[config.mk]
export PLATFORM = sky130hd
export DESIGN_NAME = trace_record_block_packer_top
export DESIGN_NICKNAME = d
export VERILOG_FILES = /design/src/rtl/trbp_pkg.sv /design/src/rtl/trace_record_block_packer_top.sv
export VERILOG_INCLUDE_DIRS = /design/src /design/src/rtl
export SDC_FILE = /design/constraint.sdc
export NUM_CORES = 1
export LEC_CHECK = 0
export BUFFER_PORTS_ARGS = -buffer_cell sky130_fd_sc_hd__buf_2
export CAP_MARGIN = 25
export CORE_MARGIN = 3
export CORE_UTILIZATION = 40
export CTS_CLUSTER_SIZE = 14
export DETAILED_ROUTE_END_ITERATION = 7
export PLACE_DENSITY_LB_ADDON = 0.3
export RECOVER_POWER = 25
export SLEW_MARGIN = 20
export SYNTH_ARGS = -nofsm -noshare
export SYNTH_HDL_FRONTEND = slang
export SYNTH_SLANG_ARGS = --single-unit
[constraint.sdc]
create_clock -name clk -period 12.4 [get_ports clk]
set_clock_uncertainty 0.15 [all_clocks]
set_input_delay 0.62 -clock clk [delete_from_list [all_inputs] [get_ports clk]]
set_output_delay 0.62 -clock clk [all_outputs]
set_load 0.05 [all_outputs]
[src/rtl/trace_record_block_packer_top_assert.svh]
// assertion helpers for the trace record block packer
`ifndef TRACE_RECORD_BLOCK_PACKER_TOP_ASSERT_SVH
`define TRACE_RECORD_BLOCK_PACKER_TOP_ASSERT_SVH

// same-cycle implication, sampled on clk, off while in reset
`define TRBP_ASSERT_IMP(name, ante, cons) \
	name: assert property (@(posedge clk) disable iff (!arst_n) (ante) |-> (cons)) \
		else $error("trbp same-cycle check failed");

// next-cycle implication, sampled on clk, off while in reset
`define TRBP_ASSERT_NEXT(name, ante, cons) \
	name: assert property (@(posedge clk) disable iff (!arst_n) (ante) |=> (cons)) \
		else $error("trbp next-cycle check failed");

`endif

[src/rtl/trbp_pkg.sv]
`timescale 1ns / 1ps

package trbp_pkg;

	localparam int unsigned BLOCK_BYTES       = 4096;
	localparam int unsigned LENGTH_WORD_BYTES = 8;
	localparam int unsigned HEADER_BYTES      = 13;

	localparam int unsigned FILL_W   = 13;
	localparam int unsigned OFFSET_W = 12;
	localparam int unsigned LEN_W    = 12;

	localparam int unsigned RES_DEPTH = 4;

	typedef enum logic [1:0] {
		ACT_START = 2'd0,
		ACT_BYTE  = 2'd1,
		ACT_FLUSH = 2'd2
	} action_t;

	typedef enum logic [2:0] {
		RES_HEADER    = 3'd0,
		RES_BYTE      = 3'd1,
		RES_SEALED    = 3'd2,
		RES_TOO_LARGE = 3'd3,
		RES_SURPLUS   = 3'd4
	} result_kind_t;

	typedef struct packed {
		result_kind_t          kind;
		logic [OFFSET_W-1:0]   offset;
		logic [31:0]           checksum;
		logic [63:0]           timestamp;
		logic [7:0]            cpu;
		logic [7:0]            data;
		logic [FILL_W-1:0]     sealed;
		logic                  last;
	} result_t;

endpackage

[src/rtl/trace_record_block_packer_top.sv]
`timescale 1ns / 1ps
// Trace record block packer. Each transfer on the input channel (start a record,
// one payload byte, or flush) is taken into an input register and worked out
// against the block counters once the result queue has two free entries; its
// results (none, one or two) go into a four-entry result queue, which drives the
// output channel one result per cycle while the output is not stalled. Input
// transfers are taken every cycle while the queue has two free entries, so the
// sustained rate is one item per cycle when each item gives one result and the
// output is not stalled; a record start that seals the block gives two results.
// The system checksum register may be written at any time the block is idle;
// cfg_ready is always high.

`include "trace_record_block_packer_top_assert.svh"

module trace_record_block_packer_top (
	input  logic        clk,
	input  logic        arst_n,

	input  logic        cfg_valid,
	output logic        cfg_ready,
	input  logic [31:0] cfg_data,

	input  logic        in_valid,
	output logic        in_stall,
	input  logic [1:0]  action,
	input  logic [31:0] record_checksum,
	input  logic [63:0] record_timestamp,
	input  logic [7:0]  cpu_number,
	input  logic        is_system_trace,
	input  logic [11:0] payload_length,
	input  logic [7:0]  payload_byte,

	output logic        out_valid,
	input  logic        out_stall,
	output logic [2:0]  result_kind,
	output logic [11:0] block_offset,
	output logic [31:0] header_checksum,
	output logic [63:0] header_timestamp,
	output logic [7:0]  header_cpu,
	output logic [7:0]  byte_out,
	output logic [12:0] sealed_length,
	output logic        last
);

	localparam int unsigned FILL_W  = trbp_pkg::FILL_W;
	localparam int unsigned LEN_W   = trbp_pkg::LEN_W;
	localparam int unsigned SUM_W   = FILL_W + 1;
	localparam int unsigned DEPTH   = trbp_pkg::RES_DEPTH;
	localparam int unsigned PTR_W   = $clog2(DEPTH);
	localparam int unsigned CNT_W   = $clog2(DEPTH + 1);

	localparam logic [FILL_W-1:0] LEN_WORD = FILL_W'(trbp_pkg::LENGTH_WORD_BYTES);
	localparam logic [FILL_W-1:0] HDR      = FILL_W'(trbp_pkg::HEADER_BYTES);
	localparam logic [SUM_W-1:0]  BLOCK    = SUM_W'(trbp_pkg::BLOCK_BYTES);
	localparam logic [SUM_W-1:0]  ROOM_MAX =
		SUM_W'(trbp_pkg::BLOCK_BYTES - trbp_pkg::LENGTH_WORD_BYTES);

	// configuration
	logic [31:0] sys_checksum_q;

	// input register
	logic                 valid_s1;
	logic [1:0]           action_s1;
	logic [31:0]          checksum_s1;
	logic [63:0]          timestamp_s1;
	logic [7:0]           cpu_s1;
	logic                 system_s1;
	logic [LEN_W-1:0]     length_s1;
	logic [7:0]           byte_s1;

	// block counters
	logic [FILL_W-1:0] fill_q, fill_d;
	logic [FILL_W-1:0] wpos_q, wpos_d;
	logic [LEN_W-1:0]  left_q, left_d;

	// result queue
	trbp_pkg::result_t fifo_q [DEPTH];
	logic [PTR_W-1:0]  rd_ptr_q, wr_ptr_q;
	logic [CNT_W-1:0]  count_q;

	trbp_pkg::result_t res0, res1, hdr_res, seal_res;
	logic [1:0]        n_res;
	logic              room;
	logic              process;
	logic              in_take;
	logic              pop;
	logic [SUM_W-1:0]  need;
	logic [FILL_W-1:0] base;
	trbp_pkg::result_t head;

	assign cfg_ready = 1'b1;

	assign room     = count_q <= CNT_W'(DEPTH - 2);
	assign process  = valid_s1 && room;
	assign in_stall = valid_s1 && !room;
	assign in_take  = in_valid && !in_stall;
	assign pop      = (count_q != '0) && !out_stall;

	always_comb begin
		res0     = '0;
		res1     = '0;
		hdr_res  = '0;
		seal_res = '0;
		n_res    = 2'd0;
		fill_d   = fill_q;
		wpos_d   = wpos_q;
		left_d   = left_q;
		base     = fill_q;
		need     = SUM_W'(length_s1) + SUM_W'(HDR);
		case (trbp_pkg::action_t'(action_s1))
			trbp_pkg::ACT_START: begin
				if (need > ROOM_MAX) begin
					// can never fit: flagged, block fill left as it is and any open payload dropped
					res0.kind = trbp_pkg::RES_TOO_LARGE;
					res0.last = 1'b1;
					left_d    = '0;
					n_res     = 2'd1;
				end else begin
					seal_res.kind   = trbp_pkg::RES_SEALED;
					seal_res.sealed = fill_q;
					hdr_res.kind      = trbp_pkg::RES_HEADER;
					hdr_res.checksum  = system_s1 ? sys_checksum_q : checksum_s1;
					hdr_res.timestamp = timestamp_s1;
					hdr_res.cpu       = cpu_s1;
					hdr_res.last      = 1'b1;
					if ((SUM_W'(fill_q) + need) > BLOCK) begin
						base           = LEN_WORD;
						hdr_res.offset = LEN_WORD[trbp_pkg::OFFSET_W-1:0];
						res0           = seal_res;
						res1           = hdr_res;
						n_res          = 2'd2;
					end else begin
						hdr_res.offset = fill_q[trbp_pkg::OFFSET_W-1:0];
						res0           = hdr_res;
						n_res          = 2'd1;
					end
					wpos_d = base + HDR;
					fill_d = base + need[FILL_W-1:0];
					left_d = length_s1;
				end
			end
			trbp_pkg::ACT_BYTE: begin
				n_res     = 2'd1;
				res0.last = 1'b1;
				if (left_q != '0) begin
					res0.kind   = trbp_pkg::RES_BYTE;
					res0.offset = wpos_q[trbp_pkg::OFFSET_W-1:0];
					res0.data   = byte_s1;
					wpos_d      = wpos_q + FILL_W'(1);
					left_d      = left_q - LEN_W'(1);
				end else begin
					res0.kind = trbp_pkg::RES_SURPLUS;
				end
			end
			trbp_pkg::ACT_FLUSH: begin
				// only a block that holds data is sealed
				if (fill_q > LEN_WORD) begin
					res0.kind   = trbp_pkg::RES_SEALED;
					res0.sealed = fill_q;
					res0.last   = 1'b1;
					n_res       = 2'd1;
					fill_d      = LEN_WORD;
					wpos_d      = LEN_WORD;
					left_d      = '0;
				end
			end
			default: begin
				n_res = 2'd0;
			end
		endcase
	end

	always_ff @(posedge clk or negedge arst_n) begin
		if (!arst_n) begin
			sys_checksum_q <= '0;
		end else if (cfg_valid && cfg_ready) begin
			sys_checksum_q <= cfg_data;
		end
	end

	always_ff @(posedge clk or negedge arst_n) begin
		if (!arst_n) begin
			valid_s1 <= 1'b0;
		end else if (in_take || process) begin
			valid_s1 <= in_take;
		end
	end

	always_ff @(posedge clk) begin
		if (in_take) begin
			action_s1    <= action;
			checksum_s1  <= record_checksum;
			timestamp_s1 <= record_timestamp;
			cpu_s1       <= cpu_number;
			system_s1    <= is_system_trace;
			length_s1    <= payload_length;
			byte_s1      <= payload_byte;
		end
	end

	always_ff @(posedge clk or negedge arst_n) begin
		if (!arst_n) begin
			fill_q <= LEN_WORD;
			wpos_q <= LEN_WORD;
			left_q <= '0;
		end else if (process) begin
			fill_q <= fill_d;
			wpos_q <= wpos_d;
			left_q <= left_d;
		end
	end

	always_ff @(posedge clk or negedge arst_n) begin
		if (!arst_n) begin
			rd_ptr_q <= '0;
			wr_ptr_q <= '0;
			count_q  <= '0;
		end else begin
			if (pop) begin
				rd_ptr_q <= rd_ptr_q + PTR_W'(1);
			end
			if (process) begin
				wr_ptr_q <= wr_ptr_q + PTR_W'(n_res);
			end
			count_q <= count_q + (process ? CNT_W'(n_res) : '0) - CNT_W'(pop);
		end
	end

	always_ff @(posedge clk) begin
		if (process && n_res != 2'd0) begin
			fifo_q[wr_ptr_q] <= res0;
		end
		if (process && n_res == 2'd2) begin
			fifo_q[wr_ptr_q + PTR_W'(1)] <= res1;
		end
	end

	assign head             = fifo_q[rd_ptr_q];
	assign out_valid        = count_q != '0;
	assign result_kind      = head.kind;
	assign block_offset     = head.offset;
	assign header_checksum  = head.checksum;
	assign header_timestamp = head.timestamp;
	assign header_cpu       = head.cpu;
	assign byte_out         = head.data;
	assign sealed_length    = head.sealed;
	assign last             = head.last;

	// queue never overfills: work only goes ahead with two entries free
	`TRBP_ASSERT_IMP(a_queue_bound, 1'b1, count_q <= CNT_W'(DEPTH))

	// the used length never leaves the block
	`TRBP_ASSERT_IMP(a_fill_range, 1'b1, (fill_q >= LEN_WORD) && (SUM_W'(fill_q) <= BLOCK))

	// an open payload always ends exactly at the reserved fill level
	`TRBP_ASSERT_IMP(a_payload_end, left_q != '0, (SUM_W'(wpos_q) + SUM_W'(left_q)) == SUM_W'(fill_q))

	// a stalled input item is worked out as soon as a pop leaves two queue entries free
	`TRBP_ASSERT_NEXT(a_stall_release, in_stall && pop && count_q == CNT_W'(DEPTH - 1), !in_stall || process)

endmodule
After elaboration in Yosys (flattened, before gate mapping)
Memory sizes are Yosys's and may differ from the RTL's. Index checks and enable logic that the tools add are counted. Widths: inputs -> output; s select.

Register bits: 205. Bits in writable memories: 564. Input bits: 164. Output and inout port bits: 144. Logic and storage cells: 97. Memories: 1.

Add/subtract/negate cells: 11. Magnitude comparators: 4. Equality and inequality tests: 6. Muxes and demuxes: 41. Reductions and logical operators: 19.

Memories: fifo_q (depth 4, bits a word 141, rd ports 1, clocked after memory_dff 0, write ports 2, RTL line trace_record_block_packer_top.sv:77) `trbp_pkg::result_t fifo_q [DEPTH];`.

Operators with widths (count): $mux 130 (3); $mux 140 (1); $mux 137 (1); $mux 104 (1); $mux 13 (7); $pmux 13 s2 (2); $mux 12 (4); $pmux 13 s3 (1); $pmux 12 s3 (1); $mux 32 (1); $pmux 12 s2 (1); $pmux 8 s2 (1); $add 13x13->14 (1); $gt 14x13->1 const B (1); $mux 14 (1); $add 12x4->13 const B (1); $add 13x1->13 const B (1); $add 13x13->13 (1); $add 13x4->13 const B (1); $gt 13x12->1 const B (1); $gt 13x4->1 const B (1); $reduce_bool 12->1 (1); $sub 12x1->12 const B (1); $pmux 3 s3 (1); other kinds (22) (45).

Depth between registers and ports, before layout
Gate-level depths: netlist of the first run.

Word-level depth: 10. Depth in mapped cells: 31. Gate-level depth less buffers: 28.

Least setup slack after synthesis of the first run
No wires, ideal clock.

Kind: register to register. From: reg length_s1[0]. To: mem fifo_q[3][0] (netlist name) (enable). Setup time: 0.717 ns. Arrival: 10.697 ns. Required time: 11.533 ns. Path slack: 0.836 ns. Cell stages (with the launch flop): 17. Buffers on the path: 2. Period minus slack after synthesis: 11.564 ns. Path through: edfxtp_1 -> ha_1 -> nor3_1 -> nand3b_1 -> or2_1 -> clkbuf_1 -> xnor2_1 -> ha_1 -> clkbuf_1 -> and3_1 -> a211o_1 -> nor2_1 -> xnor2_1 -> o31ai_2 -> nor2_1 -> nand3_1 -> o21ai_0.

RTL lines: start: declaration (RTL line trace_record_block_packer_top.sv:68) `logic [LEN_W-1:0] length_s1;`; start signal: assignment (RTL line trace_record_block_packer_top.sv:196) `length_s1 <= payload_length;`; end: declaration (RTL line trace_record_block_packer_top.sv:77).

Worst setup path in the final report of the first run
From: reg count_q[0]. To: reg cpu_s1[6] (enable).

Cells in the longest elaborated chain, start to end: 5.

RTL lines: start: declaration (RTL line trace_record_block_packer_top.sv:79) `logic [CNT_W-1:0] count_q;`; start signal: assignment (RTL line trace_record_block_packer_top.sv:225) `count_q <= count_q + (process ? CNT_W'(n_res) : '0) - CNT_W'(pop);`; $le 3x2->1 (RTL line trace_record_block_packer_top.sv:93) `assign room = count_q <= CNT_W'(DEPTH - 2);`; $logic_not 1->1 (RTL line trace_record_block_packer_top.sv:95) `assign in_stall = valid_s1 && !room;`; $logic_and 1x1->1 (RTL line trace_record_block_packer_top.sv:95); $logic_not 1->1 (RTL line trace_record_block_packer_top.sv:96) `assign in_take = in_valid && !in_stall;`; $logic_and 1x1->1 (RTL line trace_record_block_packer_top.sv:96); net in_take (RTL line trace_record_block_packer_top.sv:85) `logic in_take;`; end signal: assignment (RTL line trace_record_block_packer_top.sv:194) `cpu_s1 <= cpu_number;`; end: declaration (RTL line trace_record_block_packer_top.sv:66) `logic [7:0] cpu_s1;`.

The timed path passes the listed nets, and every way through them passes these cells. A chain may end at the register's enable or synchronous reset.

==> reports/metrics.csv, run 1 <==
metric,value,unit
Syn Area/Cell,13.5,um^2
shortest period the worst path allows,8130,ps
H-tree depth,3,
Layout area overhead,19.4,%
gr ovfl total,0,
Root Driver,clkbuf_16,
Final Instance Area,40000,um^2
die area,87200,um^2
Slew headroom,-175,%
RSZ-0062 raised after global routing,false,
WL/cell,22.1,um
"IR drop worst, VDD",0.166,mV
DR pass1 iterations,5,
Final TNS setup,0,ps
CTS tree,yes,
Fillers,7137,
worst-margin pin slew,4120,ps
final cell count without fillers,3998,
Setup crit end kind,flop,
Max Slew Vio Count,236,
clk slew on worst S/H paths,60,ps
Critical Path Source,count_q[0],
number of enable flip-flop cells after synthesis,551,
post-cts resize count,0,
Syn Nets,2686,
Final period util,65.5,%
row count,105,
outcome,"finished, violations left",
DRC viols,0,
max cap viols,5,
core area,82500,um^2
port buffer count,306,
Commonest cells post-synth,"edfxtp_1 (551), nor2b_1 (300), nor2_1 (237), a21oi_1 (149), nand2_1 (143)",
placed instance area,36100,um^2
Starting Density,40.6,%
Power Density,261,nW/um^2
"Core Util, Final",48.4,%
Placed Instances,3722,
NumNets Final,3057,
DPL Wire Length,53200,um
CTS sink cnt,768,
worst min path class,primary input to flop,
post-route ant nets,0,
top-area cell type share of the netlist area,49.4,%
maximum clock frequency,123,MHz
initial antenna violation count,5,
Synth area leader,edfxtp_1,
hold path start,record_timestamp[8],
largest net degree at the start of global routing,66,
Leak Pwr,14.0,nW
layout cell share with drive strength beyond 1,21.1,%
Power Total,10.4,mW
Die X-Extent,295,um
Syn Std Cell Area,33500,um^2
worst endpoint required time,12360,ps
startpoint types,flop,
"Largest stage delay, worst path",3030,ps
Critical Path AT,8080,ps
via count,21800,
cell count after synthesis,2483,
failing checks,"max-capacitance violations, max-slew violations",
Routed WL,88400,um
cell with the most instances after synthesis,edfxtp_1,
Main synth FF type,edfxtp_1,
synth top area cells,"edfxtp_1 (49%), mux4_2 (9.5%), dfxtp_1 (8.4%)",
Slowest cell on crit path,clkbuf_1,
# IOs,308,
Iter 0 DRT Violations,1642,
CTS Buf Count,83,
#FFs+latches synth,768,
sequential fraction of the synthesis area,63.6,%
launching point of the worst reg2reg path,count_q[0],
crit path max fanout,58,
CP Cell Sequence,a21oi_1 > nand2b_1 > and2_0 > clkbuf_1 > clkbuf_1,
most used cell along the critical path,clkbuf_1,
worst-skew pair later-pin latency,640,ps
Via density,5.44,
"Setup violations, final",0,
Max Root-Sink Buffers,3,
first-pass GRT wire length,133000,um
WS Path Type,flop to flop,
vias in the first global route,22400,
multi-input logic area,11500,um^2
gpl congestion,0.865,
post-synthesis async set-or-reset flop share,10.0,%
Unique masters post-synth,70,
final hold viol count,0,
Total GRT Usage,20.0,%
YS warnings,0,
FF+latch area,21300,um^2
die span in y,295,um
==> cells by family (layout without fill, tap and decap cells) <==
logic type | Yosys count | in the layout | share of synthesized area (%)
xor gates and xnor gates | 45 | 45 | 1.18
muxes | 210 | 210 | 11.7
other | 1 | 7 | 0.0112
adders and majority gates | 39 | 39 | 1.53
DFF | 768 | 768 | 63.6
and+or+nand+nor | 875 | 875 | 13.1
AOI/OAI and AO/OA | 343 | 343 | 6.49
buffers and inverters | 202 | 641 | 2.39
==> flip-flops by register name (all words and copies together), names as in the netlist, 3 cells and up <==
| signal | cells |
|---|---|
| byte_s1 | 8 |
| checksum_s1 | 32 |
| count_q | 3 |
| cpu_s1 | 8 |
| fifo_q | 564 |
| fill_q | 13 |
| left_q | 12 |
| length_s1 | 12 |
| sys_checksum_q | 32 |
| timestamp_s1 | 64 |
| wpos_q | 12 |
==> where the power goes <==
group | internal, mW | switching, mW | total (mW)
logic | 1.38 | 2.87 | 4.25
clock network | 1.39 | 1.05 | 2.44
registers | 3.38 | 0.363 | 3.74
total | 6.15 | 4.28 | 10.4
==> layer usage <==
| layer | up-vias | global-route usage [%] | wire length, um |
|---|---|---|---|
| met3 | 159 | 3.94 | 6480 |
| met5 | - | 0 | 0 |
| li1 | 9862 | - | - |
| met2 | 790 | 33.0 | 43000 |
| met1 | 10900 | 26.0 | 36000 |
| met4 | 0 | 8.17 | 3000 |
==> critical path: cells and delay by family, from the launching register on <==
family	cells	cell delay (ps)
compound gates	1	240
buf+inv	2	5590
flops	1	390
simple gates	2	1070
==> stage by stage <==
stage               worst slack [ps]  hold WS, ps
floorplan                        836          174
global placement                5520          288
detailed placement              5290          296
CTS                             5240         1.75
global route                    3570         15.2
finish                          4270         42.2
==> layout make-up <==
class | count | area share [%]
flip-flops and latches | 768 | 53.3
multi-input cells | 1513 | 28.8
repair buffers | 461 | 7.48
clock buffers | 114 | 5.77
well taps | 1070 | 3.35
clock inverters | 39 | 1.05
inverters | 27 | 0.254
diodes | 6 | 0.0376
==> placed cells by master (no fill, tap or decap), types with 11 or more instances in the layout <==
cell,count
a211oi_1,47
a21o_1,11
a21oi_1,146
a22oi_1,18
and2_1,14
and3_1,13
buf_2,253
buf_4,32
clkbuf_1,76
clkbuf_16,84
clkinv_1,12
clkinv_2,14
dfrtp_1,74
dfxtp_1,140
dlygate4sd3_1,113
edfxtp_1,551
ha_1,36
inv_1,27
mux2_2,34
mux2i_1,35
mux4_2,141
nand2_1,141
nand2b_1,14
nand3_1,93
nor2_1,235
nor2b_1,300
nor3_1,19
o21ai_0,54
xnor2_1,31
xor2_1,14
==> worst paths after layout <==
| path | to | slack, ps | cells past startpoint |
|---|---|---|---|
| max reg2reg | cpu_s1[6] | 4270 | 5 |
| min reg2reg | fifo_q[2][6] | 300 | 2 |
| min in group asynchronous | sys_checksum_q[6] | 550 | 2 |
| max | cpu_s1[6] | 4270 | 5 |
| min | timestamp_s1[8] | 40 | 1 |
| max in group asynchronous | rd_ptr_q[1] | 6970 | 3 |
==> what timing repair did <==
item / 4_1_cts / 5_1_grt
hold endpoints to repair: 128 / 0
hold buffers: 113 / 0
setup buffers: 0 / 0
Note: power is estimated with default switching activity, not from simulation.
==> run 2: changes to the inputs <==
==> constraint.sdc (replaced) <==
create_clock -name clk -period 8.3 [get_ports clk]
set_clock_uncertainty 0.15 [all_clocks]
set_input_delay 0.415 -clock clk [delete_from_list [all_inputs] [get_ports clk]]
set_output_delay 0.415 -clock clk [all_outputs]
set_load 0.05 [all_outputs]
==> run 2 against run 1 <==
The flow still finishes with violations (max-capacitance violations, max-slew violations). Setup slack got worse by 3000 ps. Die area did not move. Power up 50%. Routed wire length grew 1.2%. Final cell count grew 1.2%. Core utilization grew 0.65 points. First-iteration DRC count shrank 0.37%. Worst hold slack improved by 260 ps. Sequential share of layout area shrank 0.70 points. Non-clock buffer count grew 47. Cell area up 1.3%. Global-route usage grew 0.21 points. Critical endpoint is now fill_q[12].
==> reports/metrics.csv, run 2 (synthesis gave the netlist of run 1 again) <==
metric,value,unit,change
clk slew on worst S/H paths,60,ps,about the same
Biggest register,fifo_q,,
NumNets Final,3105,,+1.6%
hold path start,fifo_q[2][5],,
Power Total,15.6,mW,+50%
most common library cell in the layout ignoring fill and taps,edfxtp_1,,
worst min path class,flop to flop,,
RSZ-0062 raised after global routing,false,,
H-tree depth,3,,unchanged
Via density,5.46,,+0.30%
biggest regs,"fifo_q (564), timestamp_s1 (64)",,
Root Driver,clkbuf_16,,
Routed WL,89500,um,+1.2%
Total GRT Usage,20.2,%,+0.21 points
"commonest non-fill, non-tap cells in the layout","edfxtp_1 (551), nor2b_1 (300), buf_2 (245)",,
Iter 0 DRT Violations,1636,,-0.37%
Power Density,386,nW/um^2,+48%
layout cell share with drive strength beyond 1,20.6,%,-0.55 points
launching point of the worst reg2reg path,length_s1[0],,
gpl congestion,0.821,,-5.1%
max reg flops,564,,unchanged
DRC viols,0,,unchanged
max cap viols,5,,unchanged
die area,87200,um^2,unchanged
die span in y,295,um,unchanged
vias in the first global route,22400,,-0.076%
Critical Path Source,length_s1[0],,
Final TNS setup,0,ps,unchanged
first-pass GRT wire length,135000,um,+0.99%
Max Root-Sink Buffers,3,,unchanged
Leak Pwr,14.2,nW,+1.6%
outcome,"finished, violations left",,
Placed Instances,3722,,unchanged
postcts setup bufs,0,,unchanged
crit path max fanout,21,,-64%
worst endpoint required time,8620,ps,-3740 ps
Die X-Extent,295,um,unchanged
startpoint types,flop,,
CTS sink cnt,768,,unchanged
gr ovfl total,0,,unchanged
DR pass1 iterations,6,,+1
Layout area overhead,21.0,%,
largest net degree at the start of global routing,105,,+59%
Setup crit end kind,flop,,
WL/cell,22.1,um,about the same
core area,82500,um^2,unchanged
maximum clock frequency,142,MHz,+15%
port buffer count,306,,unchanged
initial antenna violation count,2,,-3
worst-skew pair later-pin latency,650,ps,about the same
Critical Path AT,7370,ps,-710 ps
worst-margin pin slew,4950,ps,+834 ps
shortest period the worst path allows,7050,ps,-1080 ps
post-cts resize count,0,,unchanged
final cell count without fillers,4045,,+1.2%
CTS Buf Count,84,,+1.2%
WS Path Type,flop to flop,,
Max Slew Vio Count,212,,-10%
via count,22100,,+1.5%
CTS tree,yes,,
"IR drop worst, VDD",0.203,mV,+23%
"Setup violations, final",0,,unchanged
Fin Hold WS,302,ps,+260 ps
DPL Wire Length,53700,um,+0.82%
failing checks,"max-capacitance violations, max-slew violations",,
post-route ant nets,0,,unchanged
Fillers,7098,,-0.55%
Final period util,84.9,%,+19 points
Slew headroom,-230,%,-56 points
final hold viol count,0,,unchanged
Starting Density,40.6,%,unchanged
# IOs,308,,unchanged
row count,105,,unchanged
-- run 2: changes by cell type in the layout (fill, tap and decap cells not counted), moves of 5 or more --
| cell | delta |
|---|---|
| buf_12 | +5 |
| dlygate4sd3_1 | +49 |
| buf_2 | -8 |
| clkbuf_1 | +9 |
-- run 2: what timing repair did --
action	in CTS	in global routing
hold buffers	162	0
hold endpoints to repair	185	0
endpoints found under the setup margin	0	0
-- run 2: metal layers --
layer	up-vias	track usage (%)	share of wire, %
li1	9973	-	-
met1	11200	26.8	41
met2	810	33.6	49
met3	142	3.82	7.1
met4	0	6.59	2.9
met5	-	0	0
-- run 2: power by group --
| group | internal [mW] | switching (mW) | total [mW] |
|---|---|---|---|
| clock network | 2.13 | 1.56 | 3.69 |
| registers | 5.04 | 0.573 | 5.61 |
| logic | 2.06 | 4.24 | 6.31 |
| total | 9.23 | 6.38 | 15.6 |
-- run 2: metrics by stage --
stage / utilization, % / worst slack (ps) / cell area (um^2)
after global placement: 43.8 / 1550 / 36100
after floorplan: - / 1270 / 33500
final: 49.1 / 1250 / 40500
after CTS: 49.1 / 1320 / 40500
after global routing: 49.1 / 674 / 40500
after detailed placement: 43.8 / 1340 / 36100
-- run 2: worst paths after layout --
path                                      end  slack, ps  cells after the start
min in group asynchronous  sys_checksum_q[20]        510                      2
max                                fill_q[12]       1250                     27
min reg2reg                      fifo_q[2][5]        300                      2
max reg2reg                        fill_q[12]       1250                     27
min                              fifo_q[2][5]        300                      2
max in group asynchronous         rd_ptr_q[1]       3330                      3
-- run 2: area by class of cell --
| type | instances | area (um^2) | area share (%) |
|---|---|---|---|
| clock inverter | 41 | 460 | 1.14 |
| tap | 1070 | 1340 | 3.31 |
| timing repair buffer | 508 | 3500 | 8.63 |
| inverter | 27 | 101 | 0.250 |
| multi-input combinational | 1513 | 11500 | 28.4 |
| antenna | 4 | 10.0 | 0.0247 |
| clock buffer | 114 | 2310 | 5.69 |
| sequential | 768 | 21300 | 52.6 |
-- run 2: critical path, stage by stage (launching register included) --
cell       delay (ps)
edfxtp_1          430
ha_1              260
nor3_1            290
xor2_1            370
inv_1             200
ha_1              400
a21o_1            230
a31oi_1           410
a21oi_1           120
nor4_1            300
nand4_1           300
o31ai_2           280
buf_4             280
and2_1            220
ha_1              200
inv_1              70
fa_1              500
a2111oi_0         380
a31o_2            170
inv_1              50
nor4_1            190
nor3_1             90
nand3_2           120
o311ai_4          110
o21ai_2           180
o221a_2           220
xnor2_1            70
a221o_1           310
